===== config.mk =====
export PLATFORM = sky130hd
export DESIGN_NAME = sph_bin_bank
export DESIGN_NICKNAME = d
export VERILOG_FILES = /design/src/rtl/sph_pkg.sv /design/src/rtl/sph_bin_bank.sv
export SDC_FILE = /design/constraint.sdc
export NUM_CORES = 1
export LEC_CHECK = 0
export BUFFER_PORTS_ARGS = -buffer_cell sky130_fd_sc_hd__buf_2
export CAP_MARGIN = 10
export CORE_UTILIZATION = 30
export DETAILED_ROUTE_END_ITERATION = 7
export PLACE_DENSITY = 0.55
export SETUP_SLACK_MARGIN = 0.2
export SLEW_MARGIN = 20
export SYNTH_ARGS = -nofsm -noshare
export SYNTH_HDL_FRONTEND = slang
export SYNTH_SLANG_ARGS = --single-unit

===== constraint.sdc =====
create_clock -name aclk -period 9.5 [get_ports aclk]
set_input_delay 2.85 -clock aclk [delete_from_list [all_inputs] [get_ports aclk]]
set_output_delay 2.85 -clock aclk [all_outputs]
set_load 0.05 [all_outputs]

===== src/rtl/sph_pkg.sv =====
package sph_pkg;

    localparam int MAX_DIM      = 1024;
    localparam int FRAC_BITS    = 16;
    localparam int NUM_BINS     = 10;
    localparam int BIN_W        = 40;
    localparam int VALUE_W      = 24;
    localparam int OFFSET_W     = 10;
    localparam int CFG_W        = 11;
    localparam int SHARE_TOTAL  = 200;
    localparam int POS_SCALE    = 10;
    localparam int REM_SCALE    = 30;
    localparam int RECIP_MUL    = 6554;
    localparam int RECIP_SHIFT  = 16;

    localparam int DIM_W    = $clog2(MAX_DIM + 1);
    localparam int EXT_W    = ((CFG_W > DIM_W) ? CFG_W : DIM_W) + 2;
    localparam int ACC_W    = $clog2(POS_SCALE * (2 ** OFFSET_W) + 1);
    localparam int AMT_W    = DIM_W + 2;
    localparam int IDX_W    = $clog2(NUM_BINS);
    localparam int FEAT_W   = $clog2(2 * NUM_BINS);
    localparam int SUM_W    = BIN_W + $clog2(NUM_BINS);
    localparam int SPAN_W   = DIM_W + 1;
    localparam int SCALE_W  = $clog2(SHARE_TOTAL * MAX_DIM + 1);
    localparam int PROD_W   = BIN_W + SCALE_W;
    localparam int NUM_W    = PROD_W + FRAC_BITS;
    localparam int HI_W     = NUM_W - VALUE_W;
    localparam int DEN_W    = SUM_W + SPAN_W;
    localparam int SUB_W    = (DEN_W + 1 > HI_W) ? DEN_W + 1 : HI_W;
    localparam int CNT_W    = $clog2(VALUE_W);
    localparam int RQ_W     = DIM_W + RECIP_SHIFT;

    localparam int LAST_BIN     = NUM_BINS - 1;
    localparam int LAST_FEATURE = 2 * NUM_BINS - 1;

    typedef enum logic [0:0] {
        REG_BOX_HEIGHT = 1'b0,
        REG_BOX_WIDTH  = 1'b1
    } sph_reg_t;

    typedef enum logic [3:0] {
        ST_IDLE,
        ST_BIN_DIV,
        ST_BIN_REM,
        ST_BIN_ADD0,
        ST_BIN_ADD1,
        ST_SUM,
        ST_FEAT_MUL,
        ST_FEAT_CHK,
        ST_FEAT_DIV,
        ST_OUT
    } sph_state_t;

    typedef struct packed {
        logic             add;
        logic             clr;
        logic [IDX_W-1:0] idx;
        logic [AMT_W-1:0] amt;
    } sph_bank_ctl_t;

endpackage


===== src/rtl/sph_bin_bank.sv =====
module sph_bin_bank (
    input  logic                         aclk,
    input  logic                         aresetn,
    input  sph_pkg::sph_bank_ctl_t       ctl,
    output logic [sph_pkg::BIN_W-1:0]    rd_data
);

    localparam int BIN_W    = sph_pkg::BIN_W;
    localparam int NUM_BINS = sph_pkg::NUM_BINS;

    logic [BIN_W-1:0] bins_reg [NUM_BINS];
    logic [BIN_W:0]   add_sum;
    logic [BIN_W-1:0] bin_next;

    assign rd_data = bins_reg[ctl.idx];

    // Bins saturate rather than wrap.
    always_comb begin
        add_sum  = {1'b0, rd_data} + (BIN_W + 1)'(ctl.amt);
        bin_next = add_sum[BIN_W] ? '1 : add_sum[BIN_W-1:0];
    end

    always_ff @(posedge aclk) begin
        if (!aresetn || ctl.clr) begin
            for (int i = 0; i < NUM_BINS; i++) begin
                bins_reg[i] <= '0;
            end
        end else if (ctl.add) begin
            bins_reg[ctl.idx] <= bin_next;
        end
    end

endmodule


==> results of run 1 <==
-- final timing paths --
| check | startpoint | end | slack, ns |
|---|---|---|---|
| max | ctl[14] | rd_data[13] | 1.09 |
| min | bins_reg[13][0] | bins_reg[7][0] | 1.23 |
| max reg2reg | bins_reg[7][1] | bins_reg[13][37] | 3.97 |
| min reg2reg | bins_reg[13][0] | bins_reg[7][0] | 1.23 |
-- logic make-up after synthesis --
group | share of synthesized area (%)
compound gates | 5.175
xor+xnor | 0.9167
fa+ha+maj | 0.6593
buf+inv | 2.398
flops | 69.36
mux | 14.22
simple gates | 7.271
-- placed cells by master, fill, tap and decap left out, drive strengths merged, types with 6 or more instances in the layout --
cell type	n
and2	6
a221oi	21
and3	9
edfxtp	640
clkbuf	88
nor2	305
a22oi	22
nand3	9
nor2b	7
a22o	6
mux4	154
o21ai	15
inv	19
nand2	77
ha	13
nor3	13
nor4	9
clkinv	23
mux2i	44
xnor2	25
buf	120
a21oi	147
nand4	7
-- worst max-delay path, stage by stage --
cell and delay, ns:
buf_6 0.57, mux4_2 0.61, a22o_1 0.22, a221oi_1 0.63, inv_1 0.30, buf_2 0.30
-- routing by layer --
layer	track usage, %	part of all wire, %
met4	5.458	3.2
met3	3.988	8.9
met2	27.77	48
met5	0	0.034
met1	22.83	40
-- stage by stage --
| stage | instance area, sq um | total power, mW |
|---|---|---|
| 6_report | 31560 | 6.295 |
| 3_3_place_gp | 29580 | 3.905 |
| 2_1_floorplan | 27710 | 3.693 |
| 5_1_grt | 31560 | 6.489 |
| 4_1_cts | 31560 | 6.330 |
| 3_5_place_dp | 29580 | 3.916 |
-- where the power goes --
part           switching [mW]  total, mW  internal (mW)  leakage [nW]
clock network            1.06       2.44           1.38         0.961
logic                   0.459      0.646          0.187          3.46
registers              0.0213       3.21           3.19          6.68
-- cell type report --
class	instances	area, sq um
clock buffer	88	1798
clock inverter	27	176.4
fill	8641	59970
inverter	18	67.56
multi-input combinational	944	7983
sequential	640	19220
tap	1186	1484
timing repair buffer	120	829.5
==> impl_results.md, run 1 <==
- Hpwl dp: 45270 um
- Final nets: 1827
- Buffers added on ports: 60
- # rows: 111
- CTS root buf: clkbuf_16
- Synthesis-to-finish area growth: 13.90%
- Layout cells sized above 1: 22.21%
- WL final: 80360 um
- HP Class: flip-flop to flip-flop
- Top post-synthesis cells by count: 640 x edfxtp_1, 286 x nor2_1, 149 x mux4_2, 146 x a21oi_1, 77 x nand2_1
- Mapped cell area: 0.02771 sq mm
- CP Launch Type: primary input
- Status: finished clean
- Post-layout min period: 8.409 ns
- Initial DRC count: 1758
- Top cells by area, synth: edfxtp_1 69%, mux4_2 12%, nor2_1 3.9%
- Final worst slack: 1.091 ns
- Synth warn: 0
- CTS tree: built
- Most frequent cell after synthesis: edfxtp_1
- Place WS: 0.5053 ns
- CP Class: primary input to output pin
- Max reg flops: 640
- All-Layer GR Usage: 17.18%
- ANT nets after route: 0
- Synth Flop Type: edfxtp_1
- Final Wtd Congestion: 0.7952
- Post-synth cell types: 60
- Worst-margin pin slew: 1.109 ns
- Wire per inst: 26.58 um
- CTS HTree Levels: 3
- Skew-Pair Late Insertion Delay: 0.61 ns
- Hold Fails Final Rpt: 0
- Async SR Flop Fraction: 0%
- Largest net degree at the start of global routing: 81
- Initial antenna violation count: 5
- Final setup vio count: 0
- Register bit total from synthesis: 640
- Clock Sinks: 640
- Hold Path Depth: 5
- Setup_tns: 0 ns
- Placed cell count: 2908
- TritonCTS buffer count: 68
- Power per cell area: 199.5 mW/mm^2
- Largest fanout on the critical path: 69
- Gr ovfl total: 0
- Post-synth EDFFs: 640
- Pleak: 11.10 nW
- Syn avg cell area: 16.12 sq um
- Top cell type by total area after synthesis: edfxtp_1
- Crit path DAT: 5.56 ns
- Maximum capacitance violations: 0
- Final worst-path cycle share: 88.51%
- Pre-Repair DR Iteration Count: 5
- Unrepaired setup endpoints after global routing: no
- R2R depth: 13
- Total number of vias: 16310
- Net count after synthesis: 1754
- Post-CTS Resized: 0
- Hold slack: 1.230 ns
- Post-synthesis sequential area ratio: 69.36%
- DR DRC count: 0
- Starting Density: 30.27%
- Critical Path End Type: output pin
- Drt via density: 5.394
- Clk pin slew, worst setup/hold paths: 0.06 ns
- Maximum clock insertion buffer count: 3
- Die Wd: 305.9 um
- Yosys top cell area share: 69.36%
- Die Y: 305.9 um
- First-pass GRT wire length: 116500 um
- Core area: 0.09152 sq mm
- Post-CTS setup buffer count: 0
- Final Util: 34.48%
- Ant. Diodes: 0
- F_max: 118.9 MHz
- I/O Pins: 61
- Relative slew slack: 25.89%
- Required time of the critical path: 6.65 ns
- Fin cells: 3023
- Peak VDD IR: 122.9 uV
- Max Slew Vio Count: 0
- Area of the die: 0.09357 sq mm
- Setup Skew: 0.03222 ns
- Number of global-route vias before repair: 16850
- Cts hold-fix bufs: 0
- Gate Count Post-Synth: 1719
No activity file was read; power rests on OpenSTA's default activity.
==> run 2: changes to the inputs <==
Settings changed: PLACE_DENSITY 0.55 to 0.51, SLEW_MARGIN 20 to default.
==> impl_results.md, run 2 (synthesis results as in run 1) <==
- Status: finished clean
- First-pass GRT wire length: 120900 um
- CP Launch Type: primary input
- Initial antenna violation count: 2
- DR DRC count: 0
- Number of global-route vias before repair: 16870
- Clk pin slew, worst setup/hold paths: 0.05 ns
- Crit path DAT: 5.95 ns
- HP Class: flip-flop to flip-flop
- WL final: 84160 um
- Relative slew slack: 20.26%
- Total number of vias: 16320
- CTS HTree Levels: 3
- Ant. Diodes: 0
- Setup_tns: 0 ns
- Hold Fails Final Rpt: 0
- Maximum capacitance violations: 0
- Required time of the critical path: 6.65 ns
- Seq pwr share: 48.5%
- CP Class: primary input to output pin
- Peak VDD IR: 134.5 uV
- Gr ovfl total: 0
- Hpwl dp: 46360 um
- ANT nets after route: 0
- Final Wtd Congestion: 0.7760
- TritonCTS buffer count: 72
- Die Y: 305.9 um
- Synthesis-to-finish area growth: 14.93%
- # rows: 111
- Maximum clock insertion buffer count: 3
- I/O Pins: 61
- Skew-Pair Late Insertion Delay: 0.62 ns
- Max reg flops: 640
- Final worst-path cycle share: 92.64%
- Core area: 0.09152 sq mm
- Post-CTS setup buffer count: 0
- Most common cell after layout, fill and taps aside: edfxtp_1
- Final nets: 1830
- Pleak: 11.25 nW
- NetSw: 1.614 mW
- Starting Density: 30.27%
- GR peak layer: met2
- Largest net degree at the start of global routing: 71
- Pre-Repair DR Iteration Count: 5
- Buffers added on ports: 60
- Fin cells: 3038
- Wire per inst: 27.70 um
- Final setup vio count: 0
- Drt via density: 5.373
- Clock power share: 41.7%
- Largest fanout on the critical path: 45
- Met2 GRT Util: 28.74%
- Critical Path End Type: output pin
- Cell-internal power: 4.995 mW
- Cts hold-fix bufs: 0
- Clock Sinks: 640
- Comb power frac: 9.8%
- Worst-margin pin slew: 1.192 ns
- CTS root buf: clkbuf_16
- GRT met1 Usage: 25.47%
- Initial DRC count: 1630
- Power per cell area: 207.5 mW/mm^2
- Area of the die: 0.09357 sq mm
- All-Layer GR Usage: 18.05%
- Post-layout min period: 8.801 ns
- Max Slew Vio Count: 0
- Post-CTS Resized: 0
- Unrepaired setup endpoints after global routing: no
- Setup Skew: 0.02315 ns
- Layout cells sized above 1: 22.95%
- CTS tree: built
- Placed cell count: 2907
- Switching Share: 24.42%
- Die Wd: 305.9 um
- Global Route met3 Usage: 2.855%
- F_max: 113.6 MHz
- Most frequent cells in the layout: 640 x edfxtp_1, 281 x nor2_1, 149 x mux4_2
==> run 2: cell types whose count changed in the layout (fill, tap and decap cells not counted), moves of 2 or more <==
| cell | change |
|---|---|
| clkbuf_16 | +7 |
| clkbuf_1 | -3 |
| buf_12 | -2 |
| clkinv_2 | +5 |
| bufinv_16 | +4 |
| nand2_2 | +4 |
| nand2_4 | -4 |
==> run 2: worst paths after layout <==
path	endpoint	from	slack, ns	cells after the start
worst max-delay path	rd_data[13]	ctl[13]	0.70	7
worst min-delay path	bins_reg[7][0]	bins_reg[13][0]	1.26	5
worst max register to register	bins_reg[13][14]	bins_reg[7][0]	3.96	14
worst min register to register	bins_reg[7][0]	bins_reg[13][0]	1.26	5
==> run 2: layer usage <==
layer	wire length (um)	vias up
li1	-	6865
met5	13	-
met2	39450	691
met3	6135	121
met1	36500	8645
met4	2065	2
==> run 2: power groups by stage <==
| stage | Clock, mW | Combinational, mW | Sequential, mW |
|---|---|---|---|
| 6_report | 2.75 | 0.648 | 3.21 |
| 2_1_floorplan | 0 | 0.433 | 3.26 |
| 5_1_grt | 2.90 | 0.692 | 3.21 |
| 3_3_place_gp | 0 | 0.646 | 3.26 |
| 4_1_cts | 2.80 | 0.653 | 3.21 |
| 3_5_place_dp | 0 | 0.650 | 3.27 |
==> run 2: critical path, cell delays in order <==
cell and delay (ns):
buf_8 0.39, buf_4 0.69, nor2_1 0.28, a22o_1 0.32, a221oi_1 0.71, inv_1 0.28
buf_2 0.30
==> run 2: per-stage QoR <==
stage	hold WS, ns	utilization, %	power, mW	area [sq um]	setup slack (ns)
floorplan	1.050	-	3.693	27710	0.5789
global placement	1.215	32.27	3.908	29530	0.6101
detailed placement	1.227	32.27	3.919	29530	0.6061
CTS	1.245	34.79	6.658	31840	0.5896
global route	1.324	34.79	6.810	31840	0.3839
finish	1.259	34.79	6.608	31840	0.6988
==> run 2: final cells by class <==
class / instances / area (sq um)
fillers: 8659 / 59680
flip-flops and latches: 640 / 19220
multi-input cells: 944 / 7965
clock buffers: 92 / 1962
well taps: 1186 / 1484
repair buffers: 119 / 797.0
clock inverters: 39 / 349.1
inverters: 18 / 67.56
==> run 3: changes to the inputs <==
Settings changed: CORE_UTILIZATION 30 to 50, PLACE_DENSITY 0.51 to 0.73.
==> impl_results.md, run 3 (synthesis results as in run 1) <==
- Critical Path End Type: output pin
- I/O Pins: 61
- # rows: 85
- Final Wtd Congestion: 0.8373
- Top Layer Used: met4
- Hpwl dp: 39640 um
- Clk pin slew, worst setup/hold paths: 0.06 ns
- Area of the die: 0.05636 sq mm
- Fin cells: 2531
- Most common cell after layout, fill and taps aside: edfxtp_1
- Synthesis-to-finish area growth: 11.04%
- Ant. Diodes: 0
- Final worst-path cycle share: 92.07%
- Setup Skew: 0.03183 ns
- Met2 wire len: 34360 um
- CP Launch Type: primary input
- Final nets: 1828
- CTS root buf: clkbuf_16
- Area of the multi-input gates: 0.007955 sq mm
- Largest fanout on the critical path: 95
- Buffers added on ports: 60
- Maximum clock insertion buffer count: 3
- Peak VDD IR: 130.9 uV
- Placed cell count: 2426
- Number of global-route vias before repair: 16320
- Pre-Repair DR Iteration Count: 5
- Die Wd: 237.4 um
- Metal-1 WL: 26600 um
- Relative slew slack: 22.29%
- CP Class: primary input to output pin
- Worst-margin pin slew: 1.149 ns
- Final setup vio count: 0
- Setup_tns: 0 ns
- HP Class: flip-flop to flip-flop
- Core area: 0.05424 sq mm
- Post-layout min period: 8.747 ns
- First-pass GRT wire length: 105900 um
- Post-CTS setup buffer count: 0
- Initial DRC count: 2214
- Status: finished clean
- Register cell area after layout: 0.01922 sq mm
- Hold Fails Final Rpt: 0
- Total number of vias: 16530
- Max Slew Vio Count: 0
- Fillers: 4097
- Wire per inst: 28.46 um
- Drt via density: 6.529
- Cts hold-fix bufs: 0
- Pleak: 11.02 nW
- CTS tree: built
- Skew-Pair Late Insertion Delay: 0.64 ns
- Max reg flops: 640
- TritonCTS buffer count: 61
- Routed wl met3: 8462 um
- Initial antenna violation count: 0
- Die Y: 237.4 um
- Required time of the critical path: 6.65 ns
- ANT nets after route: 0
- Crit path DAT: 5.90 ns
- CTS HTree Levels: 2
- All-Layer GR Usage: 25.93%
- DR DRC count: 0
- Most frequent cells in the layout: 640 x edfxtp_1, 281 x nor2_1, 149 x mux4_2
- Gr ovfl total: 0
- Maximum capacitance violations: 0
- WL final: 72040 um
- Largest net degree at the start of global routing: 96
- Clock Sinks: 640
- Unrepaired setup endpoints after global routing: no
- Power per cell area: 197.9 mW/mm^2
- Post-CTS Resized: 0
- F_max: 114.3 MHz
- Starting Density: 51.08%
- Layout cells sized above 1: 22.13%
-- run 3: changes by cell type in the layout (fill, tap and decap cells not counted), sizes merged --
cell and delta:
inv -1, clkbuf -7, buf +9, clkinv -13
clkinvlp -1, bufinv -4
-- run 3: path summary, 6_finish.rpt --
| check | from | endpoint | slack, ns | cells after the start |
|---|---|---|---|---|
| worst max-delay path | ctl[14] | rd_data[14] | 0.75 | 7 |
| worst min-delay path | bins_reg[15][0] | bins_reg[7][0] | 1.22 | 5 |
| worst max register to register | bins_reg[3][0] | bins_reg[13][14] | 4.25 | 14 |
| worst min register to register | bins_reg[15][0] | bins_reg[7][0] | 1.22 | 5 |
-- run 3: metal layers --
metal / track usage (%) / vias up
met2: 40.87 / 1128
met1: 35.92 / 8360
met4: 9.834 / 0
met5: 0 / -
met3: 5.237 / 178
li1: - / 6860
-- run 3: stage by stage --
stage               instance area [sq um]  util, %  power (mW)  hold slack [ns]  worst slack [ns]
floorplan                           27710        -       3.693            1.050            0.5789
global placement                    28980    53.42       3.885            1.177            0.8567
detailed placement                  28980    53.42       3.901            1.204            0.7768
CTS                                 30770    56.72       6.101            1.223            0.7796
global route                        30770    56.72       6.251            1.280            0.6590
finish                              30770    56.72       6.089            1.218            0.7530
-- run 3: area by class of cell --
class,count,share of cell area (%)
clock buffer,85,5.324
clock inverter,20,0.4921
inverter,18,0.2196
multi-input combinational,944,25.86
sequential,640,62.47
tap,696,2.831
timing repair buffer,128,2.810
-- run 3: power breakdown --
part / total, mW / switching, mW / internal (mW)
logic: 0.638 / 0.447 / 0.191
clock network: 2.24 / 0.999 / 1.24
registers: 3.21 / 0.0217 / 3.19
-- run 3: worst max-delay path: stages --
cell	delay [ns]
buf_6	0.76
buf_4	0.63
mux4_2	0.41
a22o_1	0.25
a221oi_1	0.45
inv_1	0.21
buf_2	0.26
